<file path="config.mk">
export PLATFORM = sky130hd
export DESIGN_NAME = csr_register_file_rv32_core
export DESIGN_NICKNAME = d
export VERILOG_FILES = /design/src/sv/csrrf_pkg.sv /design/src/sv/csrrf_store.sv /design/src/sv/csrrf_exec.sv /design/src/sv/csr_register_file_rv32_core.sv
export SDC_FILE = /design/constraint.sdc
export NUM_CORES = 1
export LEC_CHECK = 0
export BUFFER_PORTS_ARGS = -buffer_cell sky130_fd_sc_hd__clkbuf_2
export CORE_MARGIN = 3
export CORE_UTILIZATION = 50
export CTS_BUF_LIST = sky130_fd_sc_hd__clkbuf_4 sky130_fd_sc_hd__clkbuf_8
export DETAILED_ROUTE_END_ITERATION = 10
export HOLD_SLACK_MARGIN = 0.1
export PLACE_DENSITY_LB_ADDON = 0.05
export SYNTH_ARGS = -nofsm -noshare
export SYNTH_HDL_FRONTEND = slang
export SYNTH_HIERARCHICAL = 1
export SYNTH_SLANG_ARGS = --single-unit
</file>
<file path="constraint.sdc">
create_clock -name i_clk -period 9.21 [get_ports i_clk]
set_clock_uncertainty 0.2 [all_clocks]
set_input_delay 0.921 -clock i_clk [delete_from_list [all_inputs] [get_ports i_clk]]
set_output_delay 0.921 -clock i_clk [all_outputs]
set_load 0.01 [all_outputs]
</file>
<file path="src/sv/csrrf_pkg.sv">
// ----------------------------------------------------------------------------
// csrrf_pkg
// Types and constants shared by the machine CSR file modules.
// ----------------------------------------------------------------------------
package csrrf_pkg;

    localparam int XLEN = 32;

    // funct3 command codes
    localparam logic [2:0] CMD_ILL0 = 3'd0;
    localparam logic [2:0] CMD_RW   = 3'd1;
    localparam logic [2:0] CMD_RS   = 3'd2;
    localparam logic [2:0] CMD_RC   = 3'd3;
    localparam logic [2:0] CMD_ILL4 = 3'd4;
    localparam logic [2:0] CMD_RWI  = 3'd5;
    localparam logic [2:0] CMD_RSI  = 3'd6;
    localparam logic [2:0] CMD_RCI  = 3'd7;

    // low two bits of the command select the operation
    localparam logic [1:0] OP_NONE  = 2'd0;
    localparam logic [1:0] OP_WRITE = 2'd1;
    localparam logic [1:0] OP_SET   = 2'd2;
    localparam logic [1:0] OP_CLEAR = 2'd3;

    localparam logic [XLEN-1:0] ISA_VALUE = 32'h4000_1100;

    localparam logic [11:0] A_STATUS  = 12'h300;
    localparam logic [11:0] A_ISA     = 12'h301;
    localparam logic [11:0] A_IE      = 12'h304;
    localparam logic [11:0] A_TVEC    = 12'h305;
    localparam logic [11:0] A_SCRATCH = 12'h340;
    localparam logic [11:0] A_EPC     = 12'h341;
    localparam logic [11:0] A_CAUSE   = 12'h342;
    localparam logic [11:0] A_TVAL    = 12'h343;
    localparam logic [11:0] A_IP      = 12'h344;

    localparam int NUM_CSR = 8;
    localparam int CSR_IW  = $clog2(NUM_CSR);

    localparam logic [CSR_IW-1:0] S_STATUS  = 3'd0;
    localparam logic [CSR_IW-1:0] S_IE      = 3'd1;
    localparam logic [CSR_IW-1:0] S_TVEC    = 3'd2;
    localparam logic [CSR_IW-1:0] S_SCRATCH = 3'd3;
    localparam logic [CSR_IW-1:0] S_EPC     = 3'd4;
    localparam logic [CSR_IW-1:0] S_CAUSE   = 3'd5;
    localparam logic [CSR_IW-1:0] S_TVAL    = 3'd6;
    localparam logic [CSR_IW-1:0] S_IP      = 3'd7;

    typedef struct packed {
        logic [2:0]      cmd;
        logic [11:0]     csr_address;
        logic [4:0]      source_index;
        logic [XLEN-1:0] source_value;
        logic [4:0]      dest_index;
    } t_csr_in;

    typedef struct packed {
        logic            dest_write;
        logic [4:0]      dest_number;
        logic [XLEN-1:0] dest_value;
        logic            illegal;
    } t_csr_out;

    // write request from the execute logic to the register store
    typedef struct packed {
        logic            en;
        logic [XLEN-1:0] data;
    } t_csr_wr;

endpackage

</file>
<file path="src/sv/csrrf_store.sv">
// ----------------------------------------------------------------------------
// csrrf_store
// Writable machine CSRs with address decode, read mux and write port.
// ----------------------------------------------------------------------------
module csrrf_store (
    input  logic                   i_clk,
    input  logic                   i_rst_n,
    input  logic [11:0]            i_addr,
    input  csrrf_pkg::t_csr_wr     i_wr,
    output logic [csrrf_pkg::XLEN-1:0] o_rdata
);
    import csrrf_pkg::*;

    logic [XLEN-1:0]   r_csr [NUM_CSR];
    logic              hit;
    logic [CSR_IW-1:0] sel;

    always_comb begin
        hit = 1'b1;
        sel = S_STATUS;
        unique case (i_addr)
            A_STATUS:  sel = S_STATUS;
            A_IE:      sel = S_IE;
            A_TVEC:    sel = S_TVEC;
            A_SCRATCH: sel = S_SCRATCH;
            A_EPC:     sel = S_EPC;
            A_CAUSE:   sel = S_CAUSE;
            A_TVAL:    sel = S_TVAL;
            A_IP:      sel = S_IP;
            default:   hit = 1'b0;
        endcase
    end

    // misa reads as ISA_VALUE; other id registers and unknown addresses read as zero
    always_comb begin
        if (hit) begin
            o_rdata = r_csr[sel];
        end else if (i_addr == A_ISA) begin
            o_rdata = ISA_VALUE;
        end else begin
            o_rdata = '0;
        end
    end

    always_ff @(posedge i_clk) begin
        if (!i_rst_n) begin
            for (int i = 0; i < NUM_CSR; i++) begin
                r_csr[i] <= '0;
            end
        end else if (i_wr.en && hit) begin
            r_csr[sel] <= i_wr.data;
        end
    end

endmodule

</file>
<file path="src/sv/csrrf_exec.sv">
// ----------------------------------------------------------------------------
// csrrf_exec
// Read-modify-write logic for one CSR instruction.
// ----------------------------------------------------------------------------
module csrrf_exec (
    input  logic                        i_valid,
    input  csrrf_pkg::t_csr_in          i_item,
    input  logic [csrrf_pkg::XLEN-1:0]  i_old,
    output csrrf_pkg::t_csr_wr          o_wr,
    output csrrf_pkg::t_csr_out         o_result
);
    import csrrf_pkg::*;

    logic            illegal;
    logic [XLEN-1:0] operand;

    assign illegal = (i_item.cmd == CMD_ILL0) || (i_item.cmd == CMD_ILL4);

    always_comb begin
        if (i_item.cmd == CMD_RWI || i_item.cmd == CMD_RSI || i_item.cmd == CMD_RCI) begin
            operand = {{(XLEN-5){1'b0}}, i_item.source_index};
        end else begin
            operand = i_item.source_value;
        end
        // set or clear with rs1 zero leaves the csr alone
        if (i_item.source_index == 5'd0 && i_item.cmd[1:0] != OP_WRITE) begin
            operand = '0;
        end
    end

    always_comb begin
        o_wr.en = i_valid && !illegal;
        unique case (i_item.cmd[1:0])
            OP_WRITE: o_wr.data = operand;
            OP_SET:   o_wr.data = i_old | operand;
            OP_CLEAR: o_wr.data = i_old & ~operand;
            OP_NONE:  o_wr.data = i_old;
        endcase
    end

    always_comb begin
        o_result.dest_number = i_item.dest_index;
        o_result.illegal     = illegal;
        o_result.dest_write  = !illegal && (i_item.dest_index != 5'd0);
        o_result.dest_value  = illegal ? '0 : i_old;
    end

endmodule

</file>
<file path="src/sv/csr_register_file_rv32_core.sv">
// ----------------------------------------------------------------------------
// csr_register_file_rv32_core
// RV32 machine CSR file executing one Zicsr instruction per beat.
// ----------------------------------------------------------------------------
// timing: the result strobe is registered through r_in and then r_out
// throughput: one instruction per cycle, busy never rises
// csr update happens in the execute cycle, so back-to-back accesses see it
// reset: synchronous active low, clears all writable csrs and pipeline valids
// results are presented for one cycle; the receiver cannot stall
module csr_register_file_rv32_core (
    input  logic                 i_clk,
    input  logic                 i_rst_n,
    input  logic                 start,
    output logic                 busy,
    input  csrrf_pkg::t_csr_in   i_item,
    output logic                 o_done,
    output csrrf_pkg::t_csr_out  o_result
);
    import csrrf_pkg::*;

    logic            r_in_valid;
    t_csr_in         r_in;
    logic            r_out_valid;
    t_csr_out        r_out;
    t_csr_wr         wr;
    t_csr_out        n_out;
    logic [XLEN-1:0] old_val;

    assign busy = 1'b0;

    always_ff @(posedge i_clk) begin
        if (!i_rst_n) begin
            r_in_valid  <= 1'b0;
            r_out_valid <= 1'b0;
        end else begin
            r_in_valid  <= start && !busy;
            r_out_valid <= r_in_valid;
        end
    end

    always_ff @(posedge i_clk) begin
        if (start && !busy) begin
            r_in <= i_item;
        end
        if (r_in_valid) begin
            r_out <= n_out;
        end
    end

    csrrf_store u_store (
        .i_clk   (i_clk),
        .i_rst_n (i_rst_n),
        .i_addr  (r_in.csr_address),
        .i_wr    (wr),
        .o_rdata (old_val)
    );

    csrrf_exec u_exec (
        .i_valid  (r_in_valid),
        .i_item   (r_in),
        .i_old    (old_val),
        .o_wr     (wr),
        .o_result (n_out)
    );

    assign o_done   = r_out_valid;
    assign o_result = r_out;

endmodule

</file>
==> flow_summary.toml, run 1 <==
[clock_network]
tritoncts_clock_tree = "built"
tritoncts_num_sinks = 354
clkTransAtPathRegs_ns = 0.06
cts-buffers-inserted = 58
ctsHoldBuffers = 0
max-clock-path-buffers = 3
clock-root-buffer = "sky130_fd_sc_hd__clkbuf_8"
insertion_delay_ns = 0.60
cts_resized = 0
cts.repair_timing.setup_buffer_count = 0
clock_tree.htree_level_count = 2

[floorplanning]
boundaryPins = 101
rows = 65
die_area_um2 = 34600
chipWidth_um = 186
floorplan.die.height_um = 186
floorplan.core_area_um2 = 31700
initial_utilization_pct = 51.1

[worst_setup_path]
register_to_register_setup_slack_ns = 4.79
critical_path_data_arrival_time_ns = 4.68
timing.setup.critical_path_class = "reg2reg"
critical_path.endpoint_type = "flip-flop"
crit_path_max_fanout = 65
crit_path_start_kind = "flip-flop"
cp_data_required_time_ns = 9.47

[logic_synthesis]
ys_warn_count = 6
postSynthNetCount = 1330
post_synthesis_cell_type_count = 46
post_synth_inst_count = 1270
synthesis.area_per_instance_um2 = 12.8
postSynth.topFlopCell = "sky130_fd_sc_hd__edfxtp_1"
proportion_of_synthesized_chip_area_in_sequential_cells_pct = 65.5
synth-edff-count = 352
yosys_register_bits = 354
synth.cell_area_um2 = 16200
async_sr_flop_fraction_pct = 0

[cells_and_area]
mostFrequentLayoutCells = "352 x sky130_fd_sc_hd__edfxtp_1, 259 x sky130_fd_sc_hd__and2_1, 161 x sky130_fd_sc_hd__nor2_1, 99 x sky130_fd_sc_hd__clkbuf_2, 61 x sky130_fd_sc_hd__clkbuf_8"
area.growth.synth_to_final_pct = 12.7
fill_cell_total_of_the_finished_layout = 2617
finalNetCount = 1425
drive_above_1_share_pct = 19.2
final-instance-count-excl-fill = 1815
final_common_cell = "sky130_fd_sc_hd__edfxtp_1"
n_antenna_cell = 0

[route]
drt_pre_antenna_iters = 5
number_of_drc_markers_in_iteration_0 = 875
drc_violation_count_after_routing = 0
routed_wirelength_um = 44900
num_vias = 10815
detail_route.vias_per_cell = 5.96
final_antenna_net_count = 0
wl_cell_um = 24.7

[timing]
setup_total_negative_slack_ns = 0
finalHoldWorstSlack_ns = 0.251
unrepaired_setup_endpoints_after_global_routing = "no"
timing_max_transition_violations_final = 0
period_share_pct = 48.0
finalSetupViolCount = 0
worst-slew-pin-transition_ns = 1.06
setup_ws_ns = 4.79
maxClockFrequency_ghz = 0.226
final-hold-violation-count = 0
max-slew-margin-rel_pct = 29.0
final_period_minus_worst_setup_slack_ns = 4.42

[placement]
globalplace.congestion = 0.795
io_buffers = 99
detailed_place_hpwl_um = 25500
dpl_cells = 1707
pre_cts_ws_ns = 4.84

[global_routing]
grt_pass1_wl_um = 66200
antenna_violations_before_repair = 0
global_route.overflow_total = 0
grt.total_usage_pct = 25.9
number_of_global_route_vias_before_repair = 10804
maximum_number_of_pins_on_one_net_before_global_route_repair = 66

[flow_run]
drv_cap = 0

[power_and_ir_drop]
power_mw = 3.35
power_density_nw_per_um2 = 183
max-vdd-ir-drop_v = 0.000128
power.static_leakage_nw = 6.84

[worst_hold_path]
class_of_the_tightest_hold_or_removal_check = "reg2reg"

[status]
status = "completed"
-- flip-flops by register name, indices dropped and copies added, names as in the netlist --
| name | flops |
|---|---|
| o_done | 1 |
| o_result | 39 |
| r_in | 57 |
| r_in_valid | 1 |
| u_store/r_csr | 256 |
-- area by class of cell --
| class | instances | area [um^2] | share of cell area [%] |
|---|---|---|---|
| flip-flops and latches | 354 | 10600 | 58.1 |
| clock buffers | 79 | 975 | 5.34 |
| clock inverters | 29 | 119 | 0.651 |
| repair buffers | 129 | 721 | 3.95 |
| well taps | 402 | 503 | 2.75 |
| inverters | 2 | 7.51 | 0.0411 |
| multi-input cells | 820 | 5320 | 29.2 |
-- report_power, final --
part / total (mW) / leakage, nW / switching (mW) / internal, mW
logic: 0.207 / 2.52 / 0.148 / 0.0586
registers: 1.85 / 3.74 / 0.0229 / 1.83
clock network: 1.29 / 0.586 / 0.609 / 0.682
total: 3.35 / 6.84 / 0.780 / 2.57
-- cells in the mapped netlist (all sizes together) (24+ instances only) --
master / n / area (um^2)
edfxtp: 352 / 10600
a221oi: 24 / 335
nor2b: 36 / 225
o22ai: 62 / 400
nor2: 171 / 644
o221ai: 58 / 564
nand2b: 28 / 175
and2: 259 / 1620
nor3: 29 / 145
buf: 33 / 195
a22oi: 29 / 218
nand2: 32 / 120
clkbuf: 61 / 244
-- worst max-delay path, stage by stage (launching register included) --
cell	delay (ns)
sky130_fd_sc_hd__edfxtp_1	0.56
sky130_fd_sc_hd__and3b_1	0.28
sky130_fd_sc_hd__o2111ai_4	0.20
sky130_fd_sc_hd__buf_4	0.84
sky130_fd_sc_hd__o221ai_1	0.20
sky130_fd_sc_hd__nor2_1	0.19
sky130_fd_sc_hd__a22oi_1	0.10
sky130_fd_sc_hd__o22ai_1	0.52
sky130_fd_sc_hd__o22ai_1	0.21
sky130_fd_sc_hd__a221oi_2	0.70
sky130_fd_sc_hd__and2_1	0.22
-- kinds of logic (layout without fill, tap and decap cells) --
group | after synthesis | in the layout | share of synthesized area, %
compound gates | 221 | 221 | 11.4
xor+xnor | 1 | 1 | 0.0540
buf+inv | 96 | 239 | 2.76
flops | 354 | 354 | 65.5
mux | 21 | 21 | 1.30
other cells | 1 | 1 | 0.0231
simple gates | 576 | 576 | 19.0
-- through the flow --
stage	utilization (%)	area, um^2
3_5_place_dp	54.1	17200
5_1_grt	57.6	18300
4_1_cts	57.6	18300
3_3_place_gp	54.1	17200
2_1_floorplan	-	16200
6_report	57.6	18300
-- routing by layer --
metal,global-route usage [%],vias to the layer above,routed length (um)
met1,33.6,5469,18400
met4,11.2,0,1800
met5,0,-,0
li1,-,4902,-
met3,3.30,93,2130
met2,44.2,351,22600
-- final timing paths --
check	from	depth (start not counted)	endpoint
setup / recovery	r_in[42]$_DFFE_PP_	10	u_store/r_csr[0][22]$_SDFFCE_PN0P_
hold / removal	r_in[1]$_DFFE_PP_	0	o_result[34]$_DFFE_PP_
setup reg to reg	r_in[42]$_DFFE_PP_	10	u_store/r_csr[0][22]$_SDFFCE_PN0P_
hold reg to reg	r_in[1]$_DFFE_PP_	0	o_result[34]$_DFFE_PP_
(Power assumes the default switching activity.)
==> inputs of run 2 (changes only) <==
- ABC_AREA: not set -> 1
- clock period: 9.21 -> 4 ns (I/O delays scaled with it)
==> flow_summary.toml, run 2 <==
[cells_and_area]
finalNetCount = 2054
area.growth.synth_to_final_pct = 14.4
final_common_cell = "sky130_fd_sc_hd__nor2_1"
drive_above_1_share_pct = 16.2
largest_register_ffs = 256
top_register = "u_store/r_csr"
n_antenna_cell = 0
fill_cell_total_of_the_finished_layout = 3014
mostFrequentLayoutCells = "436 x sky130_fd_sc_hd__nor2_1, 391 x sky130_fd_sc_hd__nand2_1, 352 x sky130_fd_sc_hd__edfxtp_1, 255 x sky130_fd_sc_hd__inv_1, 99 x sky130_fd_sc_hd__clkbuf_2"
post-route-util_pct = 58.3

[logic_synthesis]
yosys_register_bits = 354
post_synth_inst_count = 1823
proportion_of_synthesized_chip_area_in_sequential_cells_pct = 61.6
ys_warn_count = 6
synth.most_common_cell = "sky130_fd_sc_hd__nor2_1"
synth_top_cell_area_share_pct = 61.3
most_used_standard_cells_in_the_synthesized_netlist = "436 x sky130_fd_sc_hd__nor2_1, 392 x sky130_fd_sc_hd__nand2_1, 352 x sky130_fd_sc_hd__edfxtp_1, 255 x sky130_fd_sc_hd__inv_1, 91 x sky130_fd_sc_hd__nand3_1"
post_synthesis_cell_type_count = 32
postSynthNetCount = 1883
synth-edff-count = 352
async_sr_flop_fraction_pct = 0
synthTopCellsByArea = "sky130_fd_sc_hd__edfxtp_1 61%, sky130_fd_sc_hd__nor2_1 9.5%, sky130_fd_sc_hd__nand2_1 8.5%, sky130_fd_sc_hd__inv_1 5.6%, sky130_fd_sc_hd__nand3_1 2.6%"
synthesis.area_per_instance_um2 = 9.45
postSynth.topFlopCell = "sky130_fd_sc_hd__edfxtp_1"
synth_top_cell_by_area = "sky130_fd_sc_hd__edfxtp_1"
synth.cell_area_um2 = 17200

[timing]
period_share_pct = 85.2
worst-slew-pin-transition_ns = 0.896
finalSetupViolCount = 0
timing_max_transition_violations_final = 0
unrepaired_setup_endpoints_after_global_routing = "no"
maxClockFrequency_ghz = 0.294
setup_ws_ns = 0.593
final_period_minus_worst_setup_slack_ns = 3.41
setup_total_negative_slack_ns = 0
max-slew-margin-rel_pct = 40.3
final-hold-violation-count = 0

[power_and_ir_drop]
clock_power_share_pct = 38.1
intPower_mw = 5.97
seqPwrFrac_pct = 53.8
power.combinational.fraction_pct = 8.1
power.switching_fraction_pct = 24.2
power_density_nw_per_um2 = 400
netSwitchingPower_mw = 1.91
max-vdd-ir-drop_v = 0.000297
power.static_leakage_nw = 8.48
power_mw = 7.88

[global_routing]
grt_pass1_wl_um = 72200
global_route.overflow_total = 0
grt.total_usage_pct = 26.6
antenna_violations_before_repair = 0
maximum_number_of_pins_on_one_net_before_global_route_repair = 73
number_of_global_route_vias_before_repair = 12544

[route]
num_vias = 12888
final_antenna_net_count = 0
wl_cell_um = 19.4
drt_pre_antenna_iters = 5
number_of_drc_markers_in_iteration_0 = 1104
detail_route.vias_per_cell = 5.19
routed_wirelength_um = 48300
drc_violation_count_after_routing = 0

[worst_setup_path]
critical_path.endpoint_type = "flip-flop"
cp_data_required_time_ns = 4.17
crit-reg2reg-launch = "r_in[44]$_DFFE_PP_"
crit_path_max_fanout = 14
crit_path_start_kind = "flip-flop"
critical_path_data_arrival_time_ns = 3.57
crit-reg2reg-capture = "u_store/r_csr[4][13]$_SDFFCE_PN0P_"
timing.setup.critical_path_class = "reg2reg"
ff2ff_path_depth = 15
register_to_register_setup_slack_ns = 0.59

[floorplanning]
floorplan.die.height_um = 192
rows = 67
initial_utilization_pct = 51.0
boundaryPins = 101
die_area_um2 = 36700
floorplan.core_area_um2 = 33800
chipWidth_um = 192

[clock_network]
tritoncts_num_sinks = 354
cts-buffers-inserted = 59
clock-root-buffer = "sky130_fd_sc_hd__clkbuf_8"
tritoncts_clock_tree = "built"
ctsHoldBuffers = 58
cts.repair_timing.setup_buffer_count = 0
clkTransAtPathRegs_ns = 0.06
cts_resized = 0
clock_tree.htree_level_count = 2
insertion_delay_ns = 0.64
max-clock-path-buffers = 3

[placement]
globalplace.congestion = 0.808
detailed_place_hpwl_um = 28600
io_buffers = 99
pre_cts_ws_ns = 0.551

[flow_run]
drv_cap = 0

[worst_hold_path]
hold_path_startpoint = "r_in[1]$_DFFE_PP_"
hold_path_depth = 0
holdPathEnd = "o_result[34]$_DFFE_PP_"
class_of_the_tightest_hold_or_removal_check = "reg2reg"

[status]
status = "completed"
run 2: per-stage QoR:
step | instances | area [um^2] | hold slack, ns
2_1_floorplan | 1823 | 17200 | 0.293
3_3_place_gp | 2323 | 18100 | 0.222
3_5_place_dp | 2323 | 18100 | 0.229
4_1_cts | 2483 | 19700 | 0.189
5_1_grt | 2483 | 19700 | 0.228
6_report | 2483 | 19700 | 0.240
run 2: how the worst max path moves through the flow:
stage / endpoint / cells after the start / slack (ns) / start
global placement: u_store/r_csr[6][13]$_SDFFCE_PN0P_ / 15 / 0.55 / r_in[44]$_DFFE_PP_
global route: u_store/r_csr[3][8]$_SDFFCE_PN0P_ / 17 / 0.35 / r_in[44]$_DFFE_PP_
floorplan: u_store/r_csr[7][0]$_SDFFCE_PN0P_ / 7 / 0.44 / r_in_valid$_SDFF_PN0_
finish: u_store/r_csr[4][13]$_SDFFCE_PN0P_ / 15 / 0.59 / r_in[44]$_DFFE_PP_
detailed placement: u_store/r_csr[1][13]$_SDFFCE_PN0P_ / 15 / 0.55 / r_in[50]$_DFFE_PP_
CTS: u_store/r_csr[4][13]$_SDFFCE_PN0P_ / 15 / 0.52 / r_in[44]$_DFFE_PP_
run 2: metal layers:
layer	global-route usage (%)	up-vias	wire [um]
met5	0	-	0
met4	11.1	0	1890
met3	4.87	107	3080
met2	45.0	441	23700
met1	33.8	6225	19600
li1	-	6115	-
run 2: critical path: stages, from the launching register on:
cell,delay [ns]
sky130_fd_sc_hd__edfxtp_1,0.43
sky130_fd_sc_hd__nand3_1,0.12
sky130_fd_sc_hd__nand2_1,0.06
sky130_fd_sc_hd__nand2_2,0.32
sky130_fd_sc_hd__nand3_1,0.19
sky130_fd_sc_hd__nor2_4,0.46
sky130_fd_sc_hd__buf_4,0.31
sky130_fd_sc_hd__nand2_1,0.07
sky130_fd_sc_hd__nand3_1,0.11
sky130_fd_sc_hd__a21oi_1,0.08
sky130_fd_sc_hd__inv_1,0.17
sky130_fd_sc_hd__nand2_1,0.07
sky130_fd_sc_hd__nand2_1,0.06
sky130_fd_sc_hd__nand2_1,0.10
sky130_fd_sc_hd__inv_1,0.26
sky130_fd_sc_hd__nor2_1,0.08
run 2: area by class of cell:
cell class	instances	area, um^2	area share (%)
Sequential cell	354	10600	53.8
Timing Repair Buffer	208	1480	7.53
Tap cell	448	561	2.84
Clock buffer	82	997	5.06
Multi-Input combinational cell	1101	4960	25.2
Clock inverter	20	80.1	0.406
Inverter	270	1010	5.14
run 2: logic make-up (layout without fill, tap and decap cells):
| logic type | after synthesis | after routing | synth area share, % |
|---|---|---|---|
| AND/OR/NAND/NOR | 1055 | 1055 | 27.4 |
| buffers and inverters | 368 | 580 | 9.68 |
| flip-flops | 354 | 354 | 61.6 |
| AO/OA/AOI/OAI | 45 | 45 | 1.35 |
| other | 1 | 1 | 0.0218 |
run 2: power groups by stage:
| stage | clock (mW) | combinational, mW | sequential, mW |
|---|---|---|---|
| final | 3.00 | 0.636 | 4.24 |
| after global routing | 3.24 | 0.703 | 4.25 |
| after CTS | 3.08 | 0.641 | 4.24 |
| after detailed placement | 0 | 0.594 | 4.32 |
| after global placement | 0 | 0.586 | 4.32 |
| after floorplan | 0 | 0.370 | 4.32 |
==> inputs of run 3 (changes only) <==
- PLACE_DENSITY_LB_ADDON: 0.05 -> 0.2
==> flow_summary.toml, run 3 (synthesis results as in run 2) <==
[worst_hold_path]
class_of_the_tightest_hold_or_removal_check = "reg2reg"

[global_routing]
grt.total_usage_pct = 26.9
antenna_violations_before_repair = 0
grt_pass1_wl_um = 74000
global_route.overflow_total = 0
number_of_global_route_vias_before_repair = 12946
maximum_number_of_pins_on_one_net_before_global_route_repair = 73

[worst_setup_path]
timing.setup.critical_path_class = "reg2reg"
crit_path_max_fanout = 28
crit_path_start_kind = "flip-flop"
peak_per_stage_delay_on_the_critical_path_ns = 0.49
cp_data_required_time_ns = 4.29
cp_common_cell = "sky130_fd_sc_hd__nand2_1"
critical_path.slowest_cell = "sky130_fd_sc_hd__buf_4"
critical_path_data_arrival_time_ns = 3.72
critical_path.cell_chain = "inv_2, nand2_1, nor2_1, nand3_2, nand2_4, buf_4, nand3_1, nand2_1, o21ai_1, nand2_1, inv_1, nand2_1, nand2_1, nand2_1, inv_1, nor2_1"
critical_path.n_buffers_inverters = 4
register_to_register_setup_slack_ns = 0.58
critical_path.endpoint_type = "flip-flop"
cp_top_family = "simple AND/OR/NAND/NOR gates"

[clock_network]
insertion_delay_ns = 0.66
clkTransAtPathRegs_ns = 0.06
cts_resized = 0
ctsHoldBuffers = 60
tritoncts_clock_tree = "built"
max-clock-path-buffers = 3
clock_tree.htree_level_count = 2
cts-buffers-inserted = 59
cts.repair_timing.setup_buffer_count = 0
tritoncts_num_sinks = 354
clock-root-buffer = "sky130_fd_sc_hd__clkbuf_8"

[status]
status = "completed"

[floorplanning]
boundaryPins = 101
initial_utilization_pct = 51.0
rows = 67
floorplan.core_area_um2 = 33800
chipWidth_um = 192
die_area_um2 = 36700
floorplan.die.height_um = 192

[cells_and_area]
n_antenna_cell = 0
final_cell_area_um2 = 19800
multi_input_comb_area_um2 = 4970
fill_cell_total_of_the_finished_layout = 2931
top_register = "u_store/r_csr"
regArea_um2 = 10600
post-route-util_pct = 58.6
final_common_cell = "sky130_fd_sc_hd__nor2_1"
largest_register_ffs = 256
final-instance-count-excl-fill = 2491
mostFrequentLayoutCells = "436 x sky130_fd_sc_hd__nor2_1, 391 x sky130_fd_sc_hd__nand2_1, 352 x sky130_fd_sc_hd__edfxtp_1, 255 x sky130_fd_sc_hd__inv_1, 98 x sky130_fd_sc_hd__clkbuf_2"
drive_above_1_share_pct = 16.5
area.growth.synth_to_final_pct = 14.9
finalNetCount = 2058

[power_and_ir_drop]
power.static_leakage_nw = 8.51
max-vdd-ir-drop_v = 0.000383
power_mw = 7.96
power_density_nw_per_um2 = 402

[timing]
final_period_minus_worst_setup_slack_ns = 3.42
unrepaired_setup_endpoints_after_global_routing = "no"
worst-slew-pin-transition_ns = 0.899
maxClockFrequency_ghz = 0.292
period_share_pct = 85.6
finalHoldWorstSlack_ns = 0.241
setup_total_negative_slack_ns = 0
setup_ws_ns = 0.576
final-hold-violation-count = 0
timing_max_transition_violations_final = 0
finalSetupViolCount = 0
max-slew-margin-rel_pct = 39.9

[route]
wl_cell_um = 19.8
final_antenna_net_count = 0
drc_violation_count_after_routing = 0
detail_route.vias_per_cell = 5.29
num_vias = 13177
drt_pre_antenna_iters = 5
routed_wirelength_um = 49200
number_of_drc_markers_in_iteration_0 = 1163

[placement]
dpl_cells = 2325
post_dp_cell_area_um2 = 18100
detailed_place_hpwl_um = 28100
io_buffers = 99
globalplace.congestion = 0.820
pre_cts_ws_ns = 0.677

[flow_run]
drv_cap = 0
## run 3: path summary, 6_finish.rpt
kind,startpoint,to,depth (start not counted)
worst max-delay path,r_in[44]$_DFFE_PP_,u_store/r_csr[5][30]$_SDFFCE_PN0P_,16
worst max register to register,r_in[44]$_DFFE_PP_,u_store/r_csr[5][30]$_SDFFCE_PN0P_,16
worst min-delay path,r_in[0]$_DFFE_PP_,o_result[33]$_DFFE_PP_,0
worst min register to register,r_in[0]$_DFFE_PP_,o_result[33]$_DFFE_PP_,0
## run 3: layout make-up
class                           instances  area share [%]
Inverter                              270            5.12
Timing Repair Buffer                  212            7.74
Clock buffer                           85            5.09
Clock inverter                         21           0.525
Tap cell                              448            2.83
Sequential cell                       354            53.6
Multi-Input combinational cell       1101            25.1
## run 3: routing by layer
metal	track usage, %	up-vias	part of all wire, %
li1	-	6127	-
met1	33.8	6322	39
met2	45.8	599	49
met3	5.02	129	7.5
met4	11.5	0	4.0
met5	0	-	0
## run 3: report_power, final
| part | total [mW] | switching, mW | internal (mW) |
|---|---|---|---|
| clock | 3.07 | 1.46 | 1.61 |
| combinational | 0.653 | 0.464 | 0.189 |
| sequential | 4.24 | 0.0423 | 4.20 |
| total | 7.96 | 1.96 | 6.00 |
